$ cat config.mk
export PLATFORM = sky130hd
export DESIGN_NAME = tsp_div
export DESIGN_NICKNAME = d
export VERILOG_FILES = /design/src/hdl/tsp_pkg.sv /design/src/hdl/tsp_div.sv
export SDC_FILE = /design/constraint.sdc
export NUM_CORES = 2
export LEC_CHECK = 0
export BUFFER_PORTS_ARGS = -buffer_cell sky130_fd_sc_hd__buf_4
export CORE_MARGIN = 3
export CORE_UTILIZATION = 40
export CTS_BUF_LIST = sky130_fd_sc_hd__clkbuf_16
export DETAILED_ROUTE_END_ITERATION = 8
export PLACE_DENSITY_LB_ADDON = 0.05
export SLEW_MARGIN = 0
export SYNTH_ARGS = -nofsm -noshare
export SYNTH_HDL_FRONTEND = slang
export SYNTH_SLANG_ARGS = --single-unit
$ cat constraint.sdc
create_clock -name clock -period 3.95 [get_ports clock]
set_input_delay 0.1975 -clock clock [delete_from_list [all_inputs] [get_ports clock]]
set_output_delay 0.1975 -clock clock [all_outputs]
set_load 0.02 [all_outputs]
$ cat src/hdl/tsp_pkg.sv
`default_nettype none
package tsp_pkg;
   localparam int FracBits = 16;
   localparam int RegW = FracBits + 1;
   localparam int InW = FracBits + 2;
   localparam int NumW = 2 * FracBits + 2;
   localparam int QuoW = FracBits + 2;
   localparam logic [RegW-1:0] One = RegW'(1) << FracBits;
   localparam logic [RegW-1:0] VelMax = {RegW{1'b1}};

   localparam logic [1:0] PhaseAccel = 2'd0;
   localparam logic [1:0] PhaseCruise = 2'd1;
   localparam logic [1:0] PhaseDecel = 2'd2;

   localparam logic CsrEaseIn = 1'b0;
   localparam logic CsrEaseOut = 1'b1;

   typedef struct packed {
      logic [1:0] phase;
      logic cfg_err;
      logic span_zero;
   } tag_type;
endpackage
`default_nettype wire

$ cat src/hdl/tsp_div.sv
`default_nettype none
// Pipelined restoring divider: one quotient bit per stage, each stage registered.
// The quotient is truncated to QuoW bits.
module tsp_div (
   input  wire logic                              clock,
   input  wire logic                              reset,
   input  wire logic                              in_valid,
   input  wire logic [tsp_pkg::NumW-1:0]          in_num,
   input  wire logic [tsp_pkg::RegW:0]            in_den,
   input  wire logic [tsp_pkg::QuoW*2-1:0]        in_side,
   output logic                                   out_valid,
   output logic [tsp_pkg::QuoW-1:0]               out_quo,
   output logic [tsp_pkg::QuoW*2-1:0]             out_side
);
   localparam int N = tsp_pkg::QuoW;
   localparam int RW = tsp_pkg::NumW + 1;

   logic [N:0]                   v_ff;
   logic [RW-1:0]                rem_ff  [N+1];
   logic [tsp_pkg::RegW:0]       den_ff  [N+1];
   logic [N-1:0]                 quo_ff  [N+1];
   logic [N*2-1:0]               side_ff [N+1];

   always_ff @(posedge clock) begin
      rem_ff[0]  <= RW'(in_num);
      den_ff[0]  <= in_den;
      quo_ff[0]  <= '0;
      side_ff[0] <= in_side;
      if (reset) begin
         v_ff[0] <= 1'b0;
      end else begin
         v_ff[0] <= in_valid;
      end
   end

   for (genvar s = 0; s < N; s++) begin : g_stage
      localparam int Sh = N - 1 - s;
      logic [RW+N-1:0] trial;
      logic            fit;
      always_comb begin
         trial = (RW + N)'(den_ff[s]) << Sh;
         fit = (RW + N)'(rem_ff[s]) >= trial;
      end
      always_ff @(posedge clock) begin
         rem_ff[s+1]  <= fit ? RW'((RW + N)'(rem_ff[s]) - trial) : rem_ff[s];
         den_ff[s+1]  <= den_ff[s];
         quo_ff[s+1]  <= quo_ff[s] | (N'(fit) << Sh);
         side_ff[s+1] <= side_ff[s];
         if (reset) begin
            v_ff[s+1] <= 1'b0;
         end else begin
            v_ff[s+1] <= v_ff[s];
         end
      end
   end

   assign out_valid = v_ff[N];
   assign out_quo   = quo_ff[N];
   assign out_side  = side_ff[N];
endmodule
`default_nettype wire
# After elaboration in Yosys (flattened, before gate mapping)
# Memories as Yosys holds them, arrays and structs flattened.
# Index checks and enable logic that the tools add are counted.
[totals]
register_bits = 19
ramBits = 2033
inputBits = 91
output_inout_bits = 55
wordCells = 95
memories = 4
[memory_table]
columns = ["name", "words", "width", "rd", "rd_ports_with_merged_regs", "write_ports", "line_no", "text"]
rows = [
  ["side_ff", 19, 36, 19, 0, 19, "tsp_div.sv:22", "logic [N*2-1:0] side_ff [N+1];"],
  ["rem_ff", 19, 35, 18, 0, 19, "tsp_div.sv:19", "logic [RW-1:0] rem_ff [N+1];"],
  ["den_ff", 19, 18, 18, 0, 19, "tsp_div.sv:20", "logic [tsp_pkg::RegW:0] den_ff [N+1];"],
  ["quo_ff", 19, 18, 19, 0, 19, "tsp_div.sv:21", "logic [N-1:0] quo_ff [N+1];"],
]
[classes]
add_sub_neg = 18
n_lt_le_gt_ge = 18
n_mux = 18
n_bitwise = 18
[op_table]
columns = ["operator", "n"]
rows = [
  ["$mux W35", 18],
  ["$ge A35 B18 Y1", 1],
  ["$ge A35 B19 Y1", 1],
  ["$ge A35 B20 Y1", 1],
  ["$ge A35 B21 Y1", 1],
  ["$ge A35 B22 Y1", 1],
  ["$ge A35 B23 Y1", 1],
  ["$ge A35 B24 Y1", 1],
  ["$ge A35 B25 Y1", 1],
  ["$ge A35 B26 Y1", 1],
  ["$ge A35 B27 Y1", 1],
  ["$ge A35 B28 Y1", 1],
  ["$ge A35 B29 Y1", 1],
  ["$ge A35 B30 Y1", 1],
  ["$ge A35 B31 Y1", 1],
  ["$ge A35 B32 Y1", 1],
  ["$ge A35 B33 Y1", 1],
  ["$ge A35 B34 Y1", 1],
  ["$ge A35 B35 Y1", 1],
  ["$sub A35 B18 Y35", 1],
  ["$sub A35 B19 Y35", 1],
  ["$sub A35 B20 Y35", 1],
  ["$sub A35 B21 Y35", 1],
  ["$sub A35 B22 Y35", 1],
  ["31 further kinds", 31],
]

# Longest topological paths before layout
# An unclocked memory read counts as a cell.
[logic_depth]
depth_word = 3
depth_mapped = 13
mapped_depth_nobuf = 13

# Least setup slack after synthesis
# OpenSTA, ideal clock, no wires.
[synth_timing]
path_kind = "register to register"
startpoint = "memory rem_ff[14][3] (netlist bit)"
endpoint = "memory rem_ff[15][28] (netlist bit)"
setup_ns = 0.118
arrival_ns = 3.132
required_time_ns = 3.832
setup_slack_ns = 0.699
stages_incl_launch_ff = 14
path_buffers = 0
synth_period_minus_slack_ns = 3.251
cell_sequence = "dfxtp_1 inv_1 ha_1 inv_1 fa_1 a211oi_1 o21bai_1 o41a_1 o211a_1 a211o_1 a41oi_2 clkinv_1 and3_1 xor2_1"
[synth_lines]
columns = ["item", "line_no"]
rows = [
  ["from (decl)", "tsp_div.sv:19"],
]

==> run summary <==
clock skew -> 0.0469 ns
first-pass GRT wire length -> 199000 um
worst slew pin tran -> 0.974 ns
HP Start -> in_num[31]
Post-CTS Setup Bufs -> 0
post-synth top area cell -> dfxtp_1
total CTS buffers -> 185
Clock Tree Buf Depth -> 3
leak pwr -> 31.1 nW
Root Buffer -> clkbuf_16
hold depth -> 2
GR Layer Usage met3 -> 0.0317
Reg2Reg Depth -> 12
CTS clk-pin slew, worst paths -> 0.06 ns
Remaining DRCs -> 0
reg2reg start -> den_ff[14][0]
Max Freq -> 274 MHz
Hold-fix buffers, CTS -> 156
Synth top area share -> 0.615
met1 Use GR -> 0.219
drt initial violations -> 1961
filler instances -> 13300
post-route minimum period -> 3.65 ns
Final period util -> 0.924
dominant synthesized flop cell -> dfxtp_1
Worst setup SP type -> register
via density per instance -> 4.77
unique cell type count in the Yosys netlist -> 79
grt peak-use layer -> met2
M2 GR Usage -> 0.261
H-tree depth -> 4
max-slew violation count -> 0
Post-Synthesis Cells -> 5329
Crit Path Category -> reg -> reg
PD cells -> 818 nW/um^2
count leader, synth -> dfxtp_1
die height -> 391 um
Die Wd -> 391 um
VDD IR max -> 350 uV
CTS tree -> done
CTS sink count -> 1827
Fin Setup TNS -> 0 ns
CP required -> 4.61 ns
count of final setup violators -> 0
vias in the first global route -> 36900
mapped cell area -> 59400 um^2
Slew HR -> 0.334
flops & latches, synth -> 1827
Yosys Warn Count -> 0
type of the worst min-delay path -> in -> reg
area of the die -> 153000 um^2
critical path endpoint category -> register
first drt pass iteration count -> 5
gr usage total -> 0.162
post_cts resized -> 0
Starting Density -> 0.405
worst r2r dst -> rem_ff[15][34]
port buffer count -> 145
number of synthesized flops with an enable pin -> 0
total power -> 57.9 mW
WL/cell -> 15.8 um
via count -> 37400
antenna viol nets, final -> 0
synth top area cells -> dfxtp_1 (62%), ha_1 (6.8%), xor2_1 (2.7%)
status -> completed
Max FO, Critical Path -> 9
num rows -> 140
Fin. Hold Viols -> 0
Commonest cells post-synth -> dfxtp_1 (1827), inv_1 (403), ha_1 (323)
Seq/Total Area, Yosys -> 0.615
fraction of layout cells with a size suffix above 1 -> 0.0975
GP Congestion -> 0.874
critical path arrival -> 4.31 ns
initial antenna violation count -> 0
hold path endpoint -> rem_ff[0][31]
max-cap violation count -> 0
Synth Area per Inst -> 11.2 um^2
grt total ovfl -> 0
largest net degree at the start of global routing -> 39
post-detail-place hpwl -> 92100 um
Clock Latency Late Sink -> 0.79 ns
RSZ-0062 raised after global routing -> false
Layout Nets -> 6202
area of the core -> 147000 um^2
Worst R2R Setup Slack -> 0.30 ns
share of flip-flops with an asynchronous set or reset -> 0
I/O pin cnt -> 146
Area Growth Syn to Fin -> 19.1%
final wirelength -> 124000 um
syn_nets -> 5760
diodes inserted -> 0
==> stage by stage <==
stage	hold WS (ns)	cells	util	cell area (um^2)	setup WS (ns)
floorplan	0.225	5329	-	59400	0.699
global placement	0.302	7345	0.429	63000	0.339
detailed placement	0.303	7345	0.429	63000	0.347
CTS	0.000184	7843	0.483	70800	0.310
global route	0.0106	7843	0.483	70800	0.0349
finish	0.0652	7843	0.483	70800	0.301
==> cell usage in the layout, fill, tap and decap left out, types with 17 or more instances in the layout <==
| cell | instances |
|---|---|
| nor4b_1 | 21 |
| buf_4 | 177 |
| a31oi_1 | 22 |
| bufinv_16 | 23 |
| inv_1 | 436 |
| o21a_1 | 60 |
| or3_1 | 41 |
| a21o_1 | 119 |
| fa_1 | 17 |
| or4_1 | 23 |
| nand2_1 | 281 |
| clkinv_2 | 29 |
| nor3_1 | 94 |
| mux2_2 | 70 |
| o31ai_1 | 37 |
| and3_1 | 43 |
| nor2b_1 | 59 |
| nor4_1 | 74 |
| a211oi_1 | 45 |
| nand2b_1 | 51 |
| or2_2 | 22 |
| xnor2_1 | 162 |
| nor2_1 | 322 |
| o21bai_1 | 22 |
| ha_1 | 323 |
| clkbuf_16 | 186 |
| xor2_1 | 182 |
| o21ai_0 | 233 |
| a21oi_1 | 316 |
| nand3_1 | 61 |
| o31a_1 | 23 |
| nand4_1 | 49 |
| clkinv_1 | 40 |
| dlygate4sd3_1 | 156 |
| dfxtp_1 | 1827 |
==> report_power, final <==
group	switching [mW]	leakage, nW	internal (mW)
clock	7.25	3.14	10.2
combinational	8.87	12.6	7.39
sequential	2.32	15.4	21.9
total	18.5	31.1	39.4
==> kinds of logic (layout without fill, tap and decap cells) <==
| kind of cell | count (synthesis) | count (layout) | share of synthesized area |
|---|---|---|---|
| fa+ha+maj | 340 | 340 | 0.0737 |
| flops | 1827 | 1827 | 0.615 |
| buf+inv | 486 | 1083 | 0.0309 |
| compound gates | 1033 | 1033 | 0.111 |
| mux | 79 | 79 | 0.0148 |
| simple gates | 1220 | 1220 | 0.104 |
| xor+xnor | 344 | 344 | 0.0507 |
==> flip-flops by register name, summed over array words and instances (netlist names) <==
signal,cells
side_ff,684
quo_ff,171
rem_ff,629
v_ff,18
den_ff,324
out_valid,1
==> how the worst max path moves through the flow <==
stage	from	slack [ns]	cells past startpoint	end
final	den_ff[14][0]	0.30	12	rem_ff[15][34]
after global routing	den_ff[14][0]	0.03	12	rem_ff[15][34]
after CTS	den_ff[14][0]	0.31	12	rem_ff[15][34]
after detailed placement	rem_ff[14][3]	0.35	13	rem_ff[15][34]
after global placement	rem_ff[14][3]	0.34	13	rem_ff[15][34]
after floorplan	rem_ff[14][3]	0.70	13	rem_ff[15][28]
==> cell type report <==
class / count / area (um^2) / share of cell area
clock inverters: 156 / 1590 / 0.0225
repair buffers: 337 / 2970 / 0.0420
clock buffers: 186 / 4650 / 0.0658
multi-input cells: 3016 / 21100 / 0.298
well taps: 1917 / 2400 / 0.0339
flip-flops and latches: 1827 / 36600 / 0.517
inverters: 404 / 1520 / 0.0214
==> metal layers <==
layer,wire length [um],vias to the layer above
met5,0,-
met4,3120,0
met3,5660,210
met2,55100,720
met1,60300,17300
li1,-,19200
==> critical path, stage by stage (launching register included) <==
cell and delay, ns:
dfxtp_1 0.34, ha_1 0.17, inv_1 0.06, fa_1 0.42
a211oi_1 0.26, o21bai_1 0.15, o41a_1 0.45, o211a_1 0.29
a211o_1 0.34, a41oi_2 0.27, clkinv_1 0.34, and3_1 0.27
xor2_1 0.15
(Power assumes the default switching activity.)
